==> src/sv/ttt_pkg.sv <==
package ttt_pkg;

  // Integer accumulator width; the magnitude is clamped at 2^(INT_WIDTH-1).
  localparam int INT_WIDTH = 32;
  localparam int PROD_W    = INT_WIDTH + 4;

  localparam int QDEPTH = 4;
  localparam int QAW    = $clog2(QDEPTH);
  localparam int QCW    = $clog2(QDEPTH + 1);

  // Result kinds.
  localparam logic [3:0] K_TEXT   = 4'd0;
  localparam logic [3:0] K_LBRACE = 4'd1;
  localparam logic [3:0] K_RBRACE = 4'd2;
  localparam logic [3:0] K_LBRACK = 4'd3;
  localparam logic [3:0] K_RBRACK = 4'd4;
  localparam logic [3:0] K_EQUAL  = 4'd5;
  localparam logic [3:0] K_COMMA  = 4'd6;
  localparam logic [3:0] K_STRING = 4'd7;
  localparam logic [3:0] K_IDENT  = 4'd8;
  localparam logic [3:0] K_EXPR   = 4'd9;
  localparam logic [3:0] K_BOOL   = 4'd10;
  localparam logic [3:0] K_INT    = 4'd11;
  localparam logic [3:0] K_EOF    = 4'd12;

  // Keyword match progress: 1..4 along "true", 5..9 along "false".
  localparam logic [3:0] KM_NONE  = 4'd0;
  localparam logic [3:0] KM_T     = 4'd1;
  localparam logic [3:0] KM_TR    = 4'd2;
  localparam logic [3:0] KM_TRU   = 4'd3;
  localparam logic [3:0] KM_TRUE  = 4'd4;
  localparam logic [3:0] KM_F     = 4'd5;
  localparam logic [3:0] KM_FA    = 4'd6;
  localparam logic [3:0] KM_FAL   = 4'd7;
  localparam logic [3:0] KM_FALS  = 4'd8;
  localparam logic [3:0] KM_FALSE = 4'd9;

  // Number flag bits.
  localparam int F_NEG   = 0;
  localparam int F_STOP  = 1;
  localparam int F_FLOAT = 2;

  typedef struct packed {
    logic [3:0]  kind;
    logic [7:0]  text;
    logic [31:0] value;
  } tok_res_t;

  typedef struct packed {
    logic     two;
    tok_res_t r0;
    tok_res_t r1;
  } q_entry_t;

  typedef struct packed {
    logic full;
    logic not_empty;
  } q_stat_t;

  typedef struct packed {
    logic [INT_WIDTH-1:0] acc;
    logic [2:0]           flags;
  } num_t;

  function automatic tok_res_t mk_res(logic [3:0] kind, logic [7:0] text, logic [31:0] value);
    tok_res_t r;
    r.kind  = kind;
    r.text  = text;
    r.value = value;
    return r;
  endfunction

  function automatic logic is_space(logic [7:0] c);
    return (c == " ") || (c >= 8'h09 && c <= 8'h0D);
  endfunction

  function automatic logic is_digit(logic [7:0] c);
    return c >= "0" && c <= "9";
  endfunction

  function automatic logic is_alpha(logic [7:0] c);
    return (c >= "a" && c <= "z") || (c >= "A" && c <= "Z");
  endfunction

  function automatic logic [3:0] keyword_next(logic [3:0] km, logic [7:0] c);
    logic [3:0] r;
    r = KM_NONE;
    unique case (km)
      KM_T:    if (c == "r") r = KM_TR;
      KM_TR:   if (c == "u") r = KM_TRU;
      KM_TRU:  if (c == "e") r = KM_TRUE;
      KM_F:    if (c == "a") r = KM_FA;
      KM_FA:   if (c == "l") r = KM_FAL;
      KM_FAL:  if (c == "s") r = KM_FALS;
      KM_FALS: if (c == "e") r = KM_FALSE;
      default: r = KM_NONE;
    endcase
    return r;
  endfunction

  // One character inside a number: accumulate digits with saturation, stop on '-', '.', 'e'.
  function automatic num_t num_step(num_t n, logic [7:0] c);
    num_t                 r;
    logic [PROD_W-1:0]    t;
    logic [PROD_W-1:0]    lim;
    r   = n;
    lim = PROD_W'(1) << (INT_WIDTH - 1);
    t   = (PROD_W'(n.acc) << 3) + (PROD_W'(n.acc) << 1) + PROD_W'(c - "0");
    if (is_digit(c)) begin
      if (!n.flags[F_STOP]) begin
        if (t > lim) r.acc = lim[INT_WIDTH-1:0];
        else r.acc = t[INT_WIDTH-1:0];
      end
    end else if (c == "-") begin
      r.flags[F_STOP] = 1'b1;
    end else begin
      r.flags[F_STOP]  = 1'b1;
      r.flags[F_FLOAT] = 1'b1;
    end
    return r;
  endfunction

  function automatic tok_res_t finish_number(num_t n);
    logic signed [INT_WIDTH-1:0] v;
    logic [INT_WIDTH-1:0]        lim;
    lim = INT_WIDTH'(1) << (INT_WIDTH - 1);
    if (n.flags[F_NEG]) v = -n.acc;
    else if (n.acc >= lim) v = lim - INT_WIDTH'(1);
    else v = n.acc;
    if (n.flags[F_FLOAT]) return mk_res(K_EXPR, 8'd0, 32'd0);
    return mk_res(K_INT, 8'd0, 32'(v));
  endfunction

  function automatic tok_res_t finish_word(logic [3:0] km);
    if (km == KM_TRUE) return mk_res(K_BOOL, 8'd0, 32'd1);
    if (km == KM_FALSE) return mk_res(K_BOOL, 8'd0, 32'd0);
    return mk_res(K_IDENT, 8'd0, 32'd0);
  endfunction

endpackage

==> src/sv/ttt_front.sv <==
module ttt_front (
  input  logic              clk,
  input  logic              rst_n,
  input  logic              in_valid,
  output logic              in_stall,
  input  logic [7:0]        in_input_byte,
  input  logic              in_end_of_input,
  input  ttt_pkg::q_stat_t  q_stat,
  output logic              push,
  output ttt_pkg::q_entry_t push_entry
);
  import ttt_pkg::*;

  typedef enum logic [3:0] {
    M_START, M_SLASH, M_LINE, M_BLOCK, M_STAR, M_STRING,
    M_ESC, M_IDENT, M_CALL, M_CALLQ, M_NUMBER, M_HALT
  } scan_mode_t;

  scan_mode_t mode_r, mode_nxt;
  logic [3:0] km_r, km_nxt;
  num_t       num_r, num_nxt;

  logic [7:0] c;
  logic       is_end;
  logic       accept;

  // Outcome of scanning c as the first byte of a token.
  scan_mode_t st_mode;
  logic       st_emit;
  tok_res_t   st_res;
  logic       st_ident;
  logic       st_num;
  logic [3:0] st_km;
  num_t       st_numv;

  tok_res_t   res0, res1;
  logic [1:0] n_res;

  assign c        = in_input_byte;
  assign is_end   = in_end_of_input || (c == 8'd0);
  assign in_stall = q_stat.full;
  assign accept   = in_valid && !in_stall;

  always_comb begin
    st_mode  = M_START;
    st_emit  = 1'b0;
    st_res   = mk_res(K_TEXT, c, 32'd0);
    st_ident = 1'b0;
    st_num   = 1'b0;
    st_km    = KM_NONE;
    st_numv  = num_step('0, c);
    if (c == "-") begin
      st_numv.acc   = '0;
      st_numv.flags = '0;
      st_numv.flags[F_NEG] = 1'b1;
    end
    priority if (is_space(c)) begin
      st_mode = M_START;
    end else if (c == "/") begin
      st_mode = M_SLASH;
    end else if (c == "{") begin
      st_emit = 1'b1;
      st_res  = mk_res(K_LBRACE, 8'd0, 32'd0);
    end else if (c == "}") begin
      st_emit = 1'b1;
      st_res  = mk_res(K_RBRACE, 8'd0, 32'd0);
    end else if (c == "[") begin
      st_emit = 1'b1;
      st_res  = mk_res(K_LBRACK, 8'd0, 32'd0);
    end else if (c == "]") begin
      st_emit = 1'b1;
      st_res  = mk_res(K_RBRACK, 8'd0, 32'd0);
    end else if (c == "=") begin
      st_emit = 1'b1;
      st_res  = mk_res(K_EQUAL, 8'd0, 32'd0);
    end else if (c == ",") begin
      st_emit = 1'b1;
      st_res  = mk_res(K_COMMA, 8'd0, 32'd0);
    end else if (c == "\"") begin
      st_mode = M_STRING;
    end else if (is_alpha(c)) begin
      st_mode  = M_IDENT;
      st_emit  = 1'b1;
      st_ident = 1'b1;
      st_km    = (c == "t") ? KM_T : ((c == "f") ? KM_F : KM_NONE);
    end else if (is_digit(c) || c == "." || c == "-") begin
      st_mode = M_NUMBER;
      st_emit = 1'b1;
      st_num  = 1'b1;
    end else begin
      st_mode = M_HALT;
      st_emit = 1'b1;
      st_res  = mk_res(K_EOF, 8'd0, 32'd0);
    end
  end

  always_comb begin
    mode_nxt = mode_r;
    km_nxt   = km_r;
    num_nxt  = num_r;
    res0     = mk_res(K_TEXT, c, 32'd0);
    res1     = st_res;
    n_res    = 2'd0;
    if (is_end) begin
      mode_nxt = M_START;
      km_nxt   = KM_NONE;
      num_nxt  = '0;
      if (mode_r == M_IDENT) begin
        res0  = finish_word(km_r);
        res1  = mk_res(K_EOF, 8'd0, 32'd0);
        n_res = 2'd2;
      end else if (mode_r == M_NUMBER) begin
        res0  = finish_number(num_r);
        res1  = mk_res(K_EOF, 8'd0, 32'd0);
        n_res = 2'd2;
      end else if (mode_r != M_HALT) begin
        res0  = mk_res(K_EOF, 8'd0, 32'd0);
        n_res = 2'd1;
      end
    end else begin
      unique case (mode_r)
        M_SLASH: begin
          if (c == "/") mode_nxt = M_LINE;
          else if (c == "*") mode_nxt = M_BLOCK;
          else begin
            mode_nxt = M_HALT;
            res0     = mk_res(K_EOF, 8'd0, 32'd0);
            n_res    = 2'd1;
          end
        end
        M_LINE: begin
          if (c == 8'h0A) mode_nxt = M_START;
        end
        M_BLOCK: begin
          if (c == "*") mode_nxt = M_STAR;
        end
        M_STAR: begin
          if (c == "/") mode_nxt = M_START;
          else if (c != "*") mode_nxt = M_BLOCK;
        end
        M_STRING: begin
          if (c == "\"") begin
            mode_nxt = M_START;
            res0     = mk_res(K_STRING, 8'd0, 32'd0);
            n_res    = 2'd1;
          end else if (c == "\\") begin
            mode_nxt = M_ESC;
          end else begin
            n_res = 2'd1;
          end
        end
        M_ESC: begin
          mode_nxt = M_STRING;
          n_res    = 2'd1;
          if (c == "n") begin
            res0 = mk_res(K_TEXT, 8'h0A, 32'd0);
          end else if (c != "\"") begin
            // unknown escape: keep the backslash, then the byte
            res0  = mk_res(K_TEXT, "\\", 32'd0);
            res1  = mk_res(K_TEXT, c, 32'd0);
            n_res = 2'd2;
          end
        end
        M_IDENT: begin
          if (is_alpha(c) || is_digit(c) || c == "_") begin
            km_nxt = keyword_next(km_r, c);
            n_res  = 2'd1;
          end else if (c == "(") begin
            mode_nxt = M_CALL;
            n_res    = 2'd1;
          end else begin
            res0     = finish_word(km_r);
            n_res    = st_emit ? 2'd2 : 2'd1;
            mode_nxt = st_mode;
            if (st_ident) km_nxt = st_km;
            if (st_num) num_nxt = st_numv;
          end
        end
        M_CALL: begin
          n_res = 2'd1;
          if (c == "\"") begin
            mode_nxt = M_CALLQ;
          end else if (c == ")") begin
            mode_nxt = M_START;
            res1     = mk_res(K_EXPR, 8'd0, 32'd0);
            n_res    = 2'd2;
          end
        end
        M_CALLQ: begin
          n_res = 2'd1;
          if (c == "\"") mode_nxt = M_CALL;
        end
        M_NUMBER: begin
          if (is_digit(c) || c == "." || c == "e" || c == "-") begin
            num_nxt = num_step(num_r, c);
            n_res   = 2'd1;
          end else begin
            res0     = finish_number(num_r);
            n_res    = st_emit ? 2'd2 : 2'd1;
            mode_nxt = st_mode;
            if (st_ident) km_nxt = st_km;
            if (st_num) num_nxt = st_numv;
          end
        end
        M_HALT: begin
          mode_nxt = M_HALT;
        end
        M_START: begin
          res0     = st_res;
          n_res    = st_emit ? 2'd1 : 2'd0;
          mode_nxt = st_mode;
          if (st_ident) km_nxt = st_km;
          if (st_num) num_nxt = st_numv;
        end
        default: begin
          mode_nxt = M_START;
        end
      endcase
    end
  end

  assign push           = accept && (n_res != 2'd0);
  assign push_entry.two = (n_res == 2'd2);
  assign push_entry.r0  = res0;
  assign push_entry.r1  = res1;

  always_ff @(posedge clk) begin
    if (!rst_n) begin
      mode_r <= M_START;
      km_r   <= KM_NONE;
      num_r  <= '0;
    end else if (accept) begin
      mode_r <= mode_nxt;
      km_r   <= km_nxt;
      num_r  <= num_nxt;
    end
  end

endmodule

==> src/sv/ttt_queue.sv <==
module ttt_queue (
  input  logic              clk,
  input  logic              rst_n,
  input  logic              push,
  input  ttt_pkg::q_entry_t push_entry,
  input  logic              pop,
  output ttt_pkg::q_entry_t head,
  output ttt_pkg::q_stat_t  q_stat
);
  import ttt_pkg::*;

  q_entry_t       mem_r [QDEPTH];
  logic [QAW-1:0] wr_ptr_r, wr_ptr_nxt;
  logic [QAW-1:0] rd_ptr_r, rd_ptr_nxt;
  logic [QCW-1:0] cnt_r, cnt_nxt;

  assign wr_ptr_nxt = (wr_ptr_r == QAW'(QDEPTH - 1)) ? '0 : wr_ptr_r + QAW'(1);
  assign rd_ptr_nxt = (rd_ptr_r == QAW'(QDEPTH - 1)) ? '0 : rd_ptr_r + QAW'(1);
  assign cnt_nxt    = cnt_r + QCW'(push) - QCW'(pop);

  assign head             = mem_r[rd_ptr_r];
  assign q_stat.full      = (cnt_r == QCW'(QDEPTH));
  assign q_stat.not_empty = (cnt_r != '0);

  always_ff @(posedge clk) begin
    if (push) begin
      mem_r[wr_ptr_r] <= push_entry;
    end
  end

  always_ff @(posedge clk) begin
    if (!rst_n) begin
      wr_ptr_r <= '0;
      rd_ptr_r <= '0;
      cnt_r    <= '0;
    end else begin
      if (push) wr_ptr_r <= wr_ptr_nxt;
      if (pop) rd_ptr_r <= rd_ptr_nxt;
      cnt_r <= cnt_nxt;
    end
  end

  a_no_overflow: assert property (@(posedge clk) disable iff (!rst_n)
    !(push && q_stat.full))
    else $error("word pushed into full queue");

  a_no_underflow: assert property (@(posedge clk) disable iff (!rst_n)
    !(pop && !q_stat.not_empty))
    else $error("word popped from empty queue");

  a_count_track: assert property (@(posedge clk) disable iff (!rst_n)
    1'b1 |=> cnt_r == $past(cnt_r) + QCW'($past(push)) - QCW'($past(pop)))
    else $error("queue fill count out of step with push and pop");

  a_ptr_gap: assert property (@(posedge clk) disable iff (!rst_n)
    (cnt_r != QCW'(QDEPTH)) |-> (QAW'(cnt_r) == QAW'(wr_ptr_r - rd_ptr_r)))
    else $error("queue pointers disagree with fill count");

endmodule

==> src/sv/ttt_back.sv <==
module ttt_back (
  input  logic              clk,
  input  logic              rst_n,
  input  ttt_pkg::q_entry_t head,
  input  ttt_pkg::q_stat_t  q_stat,
  output logic              pop,
  output logic              out_valid,
  input  logic              out_stall,
  output logic [3:0]        out_token_kind,
  output logic [7:0]        out_text_byte,
  output logic signed [31:0] out_int_value,
  output logic              out_last_of_run
);
  import ttt_pkg::*;

  logic     valid_r;
  tok_res_t res_r;
  logic     last_r;
  logic     idx_r;
  logic     load;
  logic     last_of_entry;
  tok_res_t cur;

  assign load          = q_stat.not_empty && (!valid_r || !out_stall);
  assign last_of_entry = idx_r || !head.two;
  assign pop           = load && last_of_entry;
  assign cur           = idx_r ? head.r1 : head.r0;

  always_ff @(posedge clk) begin
    if (!rst_n) begin
      valid_r <= 1'b0;
      idx_r   <= 1'b0;
    end else begin
      if (load) begin
        valid_r <= 1'b1;
        // advance to the second word of the entry, or back to the first on pop
        idx_r   <= !last_of_entry;
      end else if (!out_stall) begin
        valid_r <= 1'b0;
      end
    end
  end

  always_ff @(posedge clk) begin
    if (load) begin
      res_r  <= cur;
      last_r <= last_of_entry;
    end
  end

  assign out_valid       = valid_r;
  assign out_token_kind  = res_r.kind;
  assign out_text_byte   = res_r.text;
  assign out_int_value   = res_r.value;
  assign out_last_of_run = last_r;

endmodule

==> src/sv/table_text_tokenizer_unit.sv <==
// Tokenizer for table text, one byte per word on the input channel.
// Path: a byte's first result is written into the queue, then loaded into the output
// register that drives the outputs.
// Throughput: one byte per cycle while the queue is not full; output side drains one result
// per cycle while out_stall is low, and a byte that yields two results is absorbed by a 4-entry queue.
// Reset (synchronous, rst_n low): scanner returns to between-tokens, queue and output empty.
module table_text_tokenizer_unit (
  input  logic               clk,
  input  logic               rst_n,
  input  logic               in_valid,
  output logic               in_stall,
  input  logic [7:0]         in_input_byte,
  input  logic               in_end_of_input,
  output logic               out_valid,
  input  logic               out_stall,
  output logic [3:0]         out_token_kind,
  output logic [7:0]         out_text_byte,
  output logic signed [31:0] out_int_value,
  output logic               out_last_of_run
);
  import ttt_pkg::*;

  q_stat_t  q_stat;
  q_entry_t push_entry;
  q_entry_t head;
  logic     push;
  logic     pop;

  ttt_front u_front (
    .clk             (clk),
    .rst_n           (rst_n),
    .in_valid        (in_valid),
    .in_stall        (in_stall),
    .in_input_byte   (in_input_byte),
    .in_end_of_input (in_end_of_input),
    .q_stat          (q_stat),
    .push            (push),
    .push_entry      (push_entry)
  );

  ttt_queue u_queue (
    .clk        (clk),
    .rst_n      (rst_n),
    .push       (push),
    .push_entry (push_entry),
    .pop        (pop),
    .head       (head),
    .q_stat     (q_stat)
  );

  ttt_back u_back (
    .clk             (clk),
    .rst_n           (rst_n),
    .head            (head),
    .q_stat          (q_stat),
    .pop             (pop),
    .out_valid       (out_valid),
    .out_stall       (out_stall),
    .out_token_kind  (out_token_kind),
    .out_text_byte   (out_text_byte),
    .out_int_value   (out_int_value),
    .out_last_of_run (out_last_of_run)
  );

endmodule

==> config.mk <==
export PLATFORM = sky130hd
export DESIGN_NAME = table_text_tokenizer_unit
export DESIGN_NICKNAME = d
export VERILOG_FILES = /design/src/sv/ttt_pkg.sv /design/src/sv/ttt_front.sv /design/src/sv/ttt_queue.sv /design/src/sv/ttt_back.sv /design/src/sv/table_text_tokenizer_unit.sv
export SDC_FILE = /design/constraint.sdc
export NUM_CORES = 1
export LEC_CHECK = 0
export ABC_AREA = 1
export BUFFER_PORTS_ARGS = -buffer_cell sky130_fd_sc_hd__buf_2
export CELL_PAD_IN_SITES_DETAIL_PLACEMENT = 0
export CELL_PAD_IN_SITES_GLOBAL_PLACEMENT = 1
export CORE_MARGIN = 2
export CORE_UTILIZATION = 48
export DETAILED_ROUTE_END_ITERATION = 10
export PLACE_DENSITY = 0.82
export SETUP_SLACK_MARGIN = 0.3
export SYNTH_ARGS = -nofsm -noshare
export SYNTH_HDL_FRONTEND = slang
export SYNTH_SLANG_ARGS = --single-unit
==> constraint.sdc <==
create_clock -name clk -period 7.7 [get_ports clk]
set_clock_uncertainty 0.1 [all_clocks]
set_input_delay 0.77 -clock clk [delete_from_list [all_inputs] [get_ports clk]]
set_output_delay 0.77 -clock clk [all_outputs]
set_load 0.02 [all_outputs]
== Word-level counts from Yosys, hierarchy flattened ==
Memory sizes are Yosys's and may differ from the RTL's. A register that Yosys moved wholly into a read port is not among the register bits.
Index checks and enable logic that the tools add are counted.

* Flip-flop bits (word level): 97
* Bits in writable memories: 356
* Input port bits: 13
* Output and inout bits: 47
* Word-level logic and storage cells: 329
* Memories: 1

{| class="wikitable"
|+ Memory list
! memory !! words !! width !! read ports !! clocked after memory_dff !! wr ports !! line !! source
|-
| u_queue.mem_r || 4 || 89 || 1 || 1 || 1 || ttt_queue.sv:12 || <nowiki>q_entry_t mem_r [QDEPTH];</nowiki>
|}

* Add/subtract/negate cells: 8
* $lt $le $gt $ge: 11
* Equal/unequal tests: 68
* Mux-type cells: 191
* Reduce and logical (&&, ||, !) cells: 35

{| class="wikitable"
|+ Operators by type and width
! cell !! number
|-
| two-way mux 44 bit || 38
|-
| case mux 44 bit (6 select lines) || 1
|-
| two-way mux 32 bit || 7
|-
| two-way mux 35 bit || 6
|-
| two-way mux 4 bit || 43
|-
| equality test 8 x 7 -> 1 bit, second input constant || 15
|-
| case mux 35 bit (3 select lines) || 1
|-
| case mux 44 bit (2 select lines) || 1
|-
| equality test 8 x 6 -> 1 bit, second input constant || 10
|-
| > comparator 36 x 32 -> 1 bit, second input constant || 2
|-
| two-way mux 1 bit || 63
|-
| case mux 4 bit (12 select lines) || 1
|-
| two-way mux 43 bit || 1
|-
| two-way mux 2 bit || 21
|-
| two-way mux 40 bit || 1
|-
| adder 35 x 33 -> 36 bit || 1
|-
| adder 36 bit || 1
|-
| equality test 4 x 3 -> 1 bit, second input constant || 8
|-
| greater-or-equal comparator 32 bit, second input constant || 1
|-
| negation 32 bit || 1
|-
| case mux 4 bit (7 select lines) || 1
|-
| equality test 4 bit, second input constant || 6
|-
| equality test 4 x 2 -> 1 bit, second input constant || 4
|-
| greater-or-equal comparator 8 x 7 -> 1 bit, second input constant || 2
|-
| other kinds (35) || 77
|}

== Logic depth before layout (Yosys ltp) ==
* Word-level depth: 20
* Depth in mapped cells: 28
* Depth with buffers taken out: 27

== By module ==
From an unflattened synthesis, not the netlist that was laid out.

* Cell total of the unflattened synthesis: 2,999
* Area total of the unflattened synthesis: 25,984.9 um^2

{| class="wikitable"
|+ By module, submodules not included
! module !! times used !! cells an instance !! area each (um^2) !! sequential area each (um^2)
|-
| ttt_queue || 1 || 1,098 || 14,542.7 || 10,870.4
|-
| ttt_front || 1 || 1,701 || 9,412.8 || 860.8
|-
| ttt_back || 1 || 200 || 2,029.4 || 1,391.3
|}

== Least setup slack after synthesis ==
Ideal clock, no wire load.

* Path type: input port to flip-flop
* Start: in in_input_byte[4]
* End: reg u_front.num_r[10] (netlist name)
* Library setup time: 0.070 ns
* Arrival time: 6.364 ns
* Required time: 7.530 ns
* Setup slack: 1.166 ns
* Cell stages on the path: 22
* Path buffers: 1
* Cells stage by stage: ha_1 nor2_1 inv_1 fa_1 inv_1 ha_1 nand2_1 inv_1 nand2_1 nand2_1 inv_1 nand3_1 a21oi_1 o21ai_0 xnor2_1 nand2_1 nor2_1 buf_2 nand3_1 nand2_1 nand2_1 a21oi_1

* Cells in the longest elaborated chain, start to end: 20
* Elaborated cells between the ends (all ways): 69
* Those cells by class: 2 x add/sub; 10 x order compare; 18 x eq/ne; 23 x mux; 16 x reduce/logical

{| class="wikitable"
|+ RTL lines
! item !! line !! source
|-
| start, declared || table_text_tokenizer_unit.sv:12 || <nowiki>input logic [7:0] in_input_byte,</nowiki>
|-
| parallel branches: the longest is 20 deep, another holds adder 36 bit || n/a ||
|-
| end signal, assigned || ttt_front.sv:235 || <nowiki>num_r <= num_nxt;</nowiki>
|-
| end, declared || ttt_front.sv:21 || <nowiki>num_t num_r, num_nxt;</nowiki>
|}

Parallel ways; which one is timed is not known. The select of a mux whose other input is x is not followed.
A chain may end at the register's enable or synchronous reset.

== Final worst setup path ==
* Start: in in_input_byte[4]
* End: reg u_front.num_r[27] (netlist name)

Same word-level chain as after synthesis.

==> summary.md <==
| Metric | Value |
|---|---|
| Status | `finished, final reports clean` |
| Slew headroom | `0.1343` |
| Worst Setup SP | `in_input_byte[4]` |
| Most frequent cells in the layout | `nand2_1 (518), nor2_1 (402), inv_1 (275)` |
| Post-synth EDFFs | `273` |
| IO Port Bufs | `59` |
| Drt wl/cell | `18.22 µm` |
| Post-Syn Instances | `2390` |
| Synth top area cells | `edfxtp_1 (42%), nand2_1 (10%), nor2_1 (7.9%), dfxtp_1 (5.6%), inv_1 (5.4%)` |
| Via Count | `16170` |
| Area of the multi-input gates | `8690 µm²` |
| Max_cap viols | `0` |
| Placer Congestion | `0.9238` |
| Die Y | `205.0 µm` |
| Placed cell area | `20150 µm²` |
| ANT nets after route | `0` |
| Synth Area per Inst | `8.111 µm²` |
| Vias/cell | `5.443` |
| Fin cells | `2971` |
| CTS tree | `yes` |
| Post-DP HPWL | `38.14 mm` |
| Slew Viols, Final | `0` |
| Post-Syn Area | `19390 µm²` |
| Initial Util | `0.4868` |
| Worst-margin pin slew | `1.266 ns` |
| Post CTS Setup Buffer Count | `0` |
| Syn_nets | `2485` |
| Main synth FF type | `edfxtp_1` |
| Hold WS | `0.3829 ns` |
| Fmax | `172.4 MHz` |
| Total die area | `42010 µm²` |
| Endpoints failing setup | `0` |
| Pwr Density | `264.3 nW/µm²` |
| Setup crit start kind | `input pin` |
| Die Span X | `205.0 µm` |
| Largest buffer count on any clock path | `3` |
| Final period util | `0.7532` |
| Yosys warns | `0` |
| H-Tree Level Count | `2` |
| Placed Cells | `2907` |
| Minimum clock period | `5.799 ns` |
| Worst-path clk slew | `0.06 ns` |
| Setup total negative slack | `0 ns` |
| Global-route wire length before repair | `85.66 mm` |
| Total clock buffers created by CTS | `35` |
| Clk_lat worst skew | `0.56 ns` |
| RSZ-0062 raised after global routing | `no` |
| Most common cell after layout, fill and taps aside | `nand2_1` |
| Hold-fix buffers, CTS | `0` |
| Largest area contributor in the netlist | `edfxtp_1` |
| Vias in the first global route | `15420` |
| Root buf cell | `clkbuf_16` |
| Antenna cells | `0` |
| Leak | `0.008930 µW` |
| Largest net degree at the start of global routing | `67` |
| Io pins | `60` |
| Initial antenna violation count | `0` |
| Number of synthesized register bits | `327` |
| Max FO, Critical Path | `31` |
| FF/Latch Area | `9284 µm²` |
| # clock sinks | `327` |
| Detailed Route WL | `54.12 mm` |
| Worst Path Arrival | `6.16 ns` |
| Total GRT Usage | `0.2626` |
| Hold WC Path Type | `flip-flop to flip-flop` |
| Top cell type's share of synthesized area | `0.4229` |
| Crit Reg-Reg Startpoint | `u_front.num_r[23]$_SDFFE_PN0P_` |
| Row count | `73` |
| Peak supply drop | `0.0002152 V` |
| Fill count | `3747` |
| Worst Path Class, Setup | `input pin to flip-flop` |
| Core outline area | `39820 µm²` |
| Total power | `5617 µW` |
| Fraction of registers with async set/reset | `0` |
| Seq/Total Area, Yosys | `0.4786` |
| Yosys cell types | `60` |
| Final hold vios | `0` |
| Final nets | `2514` |
| Area Growth Syn to Fin | `9.643%` |
| Drt first pass iters | `5` |
| Residual DRC | `0` |
| Number of gates resized after cts | `0` |
| GRT overflow | `0` |
| Post-route cell area | `21260 µm²` |
| Share of cells above drive strength 1 | `0.07768` |
| CP endpoint kind | `flip-flop` |
| Hold Startpoint | `u_front.km_r[2]$_SDFFE_PN0P_` |
| Reg2reg setup slack | `2.99 ns` |
| DRT iter0 DRCs | `1369` |
| Critical Path RT | `8.06 ns` |
[flip-flops by register name, indices dropped and copies added, names as in the netlist, named ones only]
register / flops
u_back.out_last_of_run: 1
u_front.km_r: 4
u_back.out_token_kind: 4
u_queue.rd_ptr_r: 2
u_front.num_r: 35
u_back.out_valid: 1
u_back.out_text_byte: 8
u_queue.wr_ptr_r: 2
u_queue.mem_r: 228
u_back.idx_r: 1
u_front.mode_r: 4
u_queue.cnt_r: 3
u_back.out_int_value: 32
[stage by stage]
| stage | worst slack (ns) | utilization |
|---|---|---|
| 2_1_floorplan | 1.166 | - |
| 3_3_place_gp | 1.469 | 0.5061 |
| 3_5_place_dp | 1.398 | 0.5061 |
| 4_1_cts | 1.937 | 0.5337 |
| 5_1_grt | 1.512 | 0.5337 |
| 6_report | 1.901 | 0.5337 |
[synthesized netlist by cell type, drive strengths merged (2+ instances only)]
| cell type | number |
|---|---|
| o22ai | 14 |
| clkbuf | 54 |
| fa | 32 |
| a21o | 2 |
| ha | 50 |
| nand2 | 533 |
| clkinv | 2 |
| o2111ai | 3 |
| o21a | 3 |
| a21oi | 145 |
| a2111oi | 5 |
| o311ai | 2 |
| o21bai | 4 |
| nor3 | 46 |
| dfxtp | 54 |
| xor2 | 13 |
| a211o | 2 |
| a31oi | 19 |
| o21ai | 193 |
| nand3b | 4 |
| a211oi | 2 |
| or2 | 3 |
| o221ai | 3 |
| o31ai | 4 |
| nand3 | 133 |
| o211a | 2 |
| a311oi | 3 |
| o211ai | 9 |
| inv | 291 |
| edfxtp | 273 |
| xnor2 | 2 |
| buf | 29 |
| nand4 | 21 |
| nor2 | 419 |
| and2 | 4 |
| a22oi | 2 |
[per-layer routing]
layer / GRT usage / wire (µm)
met5: 0 / 0
met4: 0.06912 / 1088
met3: 0.03659 / 3606
met2: 0.4042 / 23710
met1: 0.3889 / 25710
[power by group]
| part | switching [µW] | internal, µW |
|---|---|---|
| combinational | 1120 | 428 |
| clock | 700 | 931 |
| sequential | 114 | 2330 |
| total | 1930 | 3690 |
[cell families (layout without fill, tap and decap cells)]
group	Yosys count	after routing	share of synthesized area
AND/OR/NAND/NOR	1167	1167	0.2508
AO/OA/AOI/OAI	422	422	0.1220
buffers and inverters	376	432	0.07596
flip-flops	327	327	0.4786
adder cells (fa/ha/maj)	82	82	0.06532
XOR/XNOR	15	15	0.006777
multiplexers	1	1	0.0005163
[worst paths after layout]
check | to | depth (start not counted)
min reg2reg | u_front.km_r[2]$_SDFFE_PN0P_ | 2
max | u_front.num_r[27]$_SDFFE_PN0P_ | 20
max reg2reg | u_front.num_r[27]$_SDFFE_PN0P_ | 16
min | u_front.km_r[2]$_SDFFE_PN0P_ | 2
[final cells by class]
cell class,count,share of cell area
Tap cell,525,0.03090
Multi-Input combinational cell,1687,0.4088
Sequential cell,327,0.4368
Inverter,293,0.05210
Timing Repair Buffer,75,0.01954
Clock inverter,22,0.008418
Clock buffer,42,0.04344
[critical path, stage by stage]
cell,delay [ns]
buf_2,0.18
ha_1,0.33
nor2_4,0.45
buf_4,0.47
fa_1,0.49
ha_1,0.40
nand2_1,0.14
nor2_1,0.20
inv_1,0.11
nor3_1,0.41
nand3_1,0.21
nand2_1,0.15
a21o_1,0.14
xor2_1,0.30
inv_1,0.08
nand2_1,0.81
nand3_1,0.19
nand2_1,0.12
nand2_1,0.05
a21oi_1,0.11
Note: power is estimated with default switching activity, not from simulation.
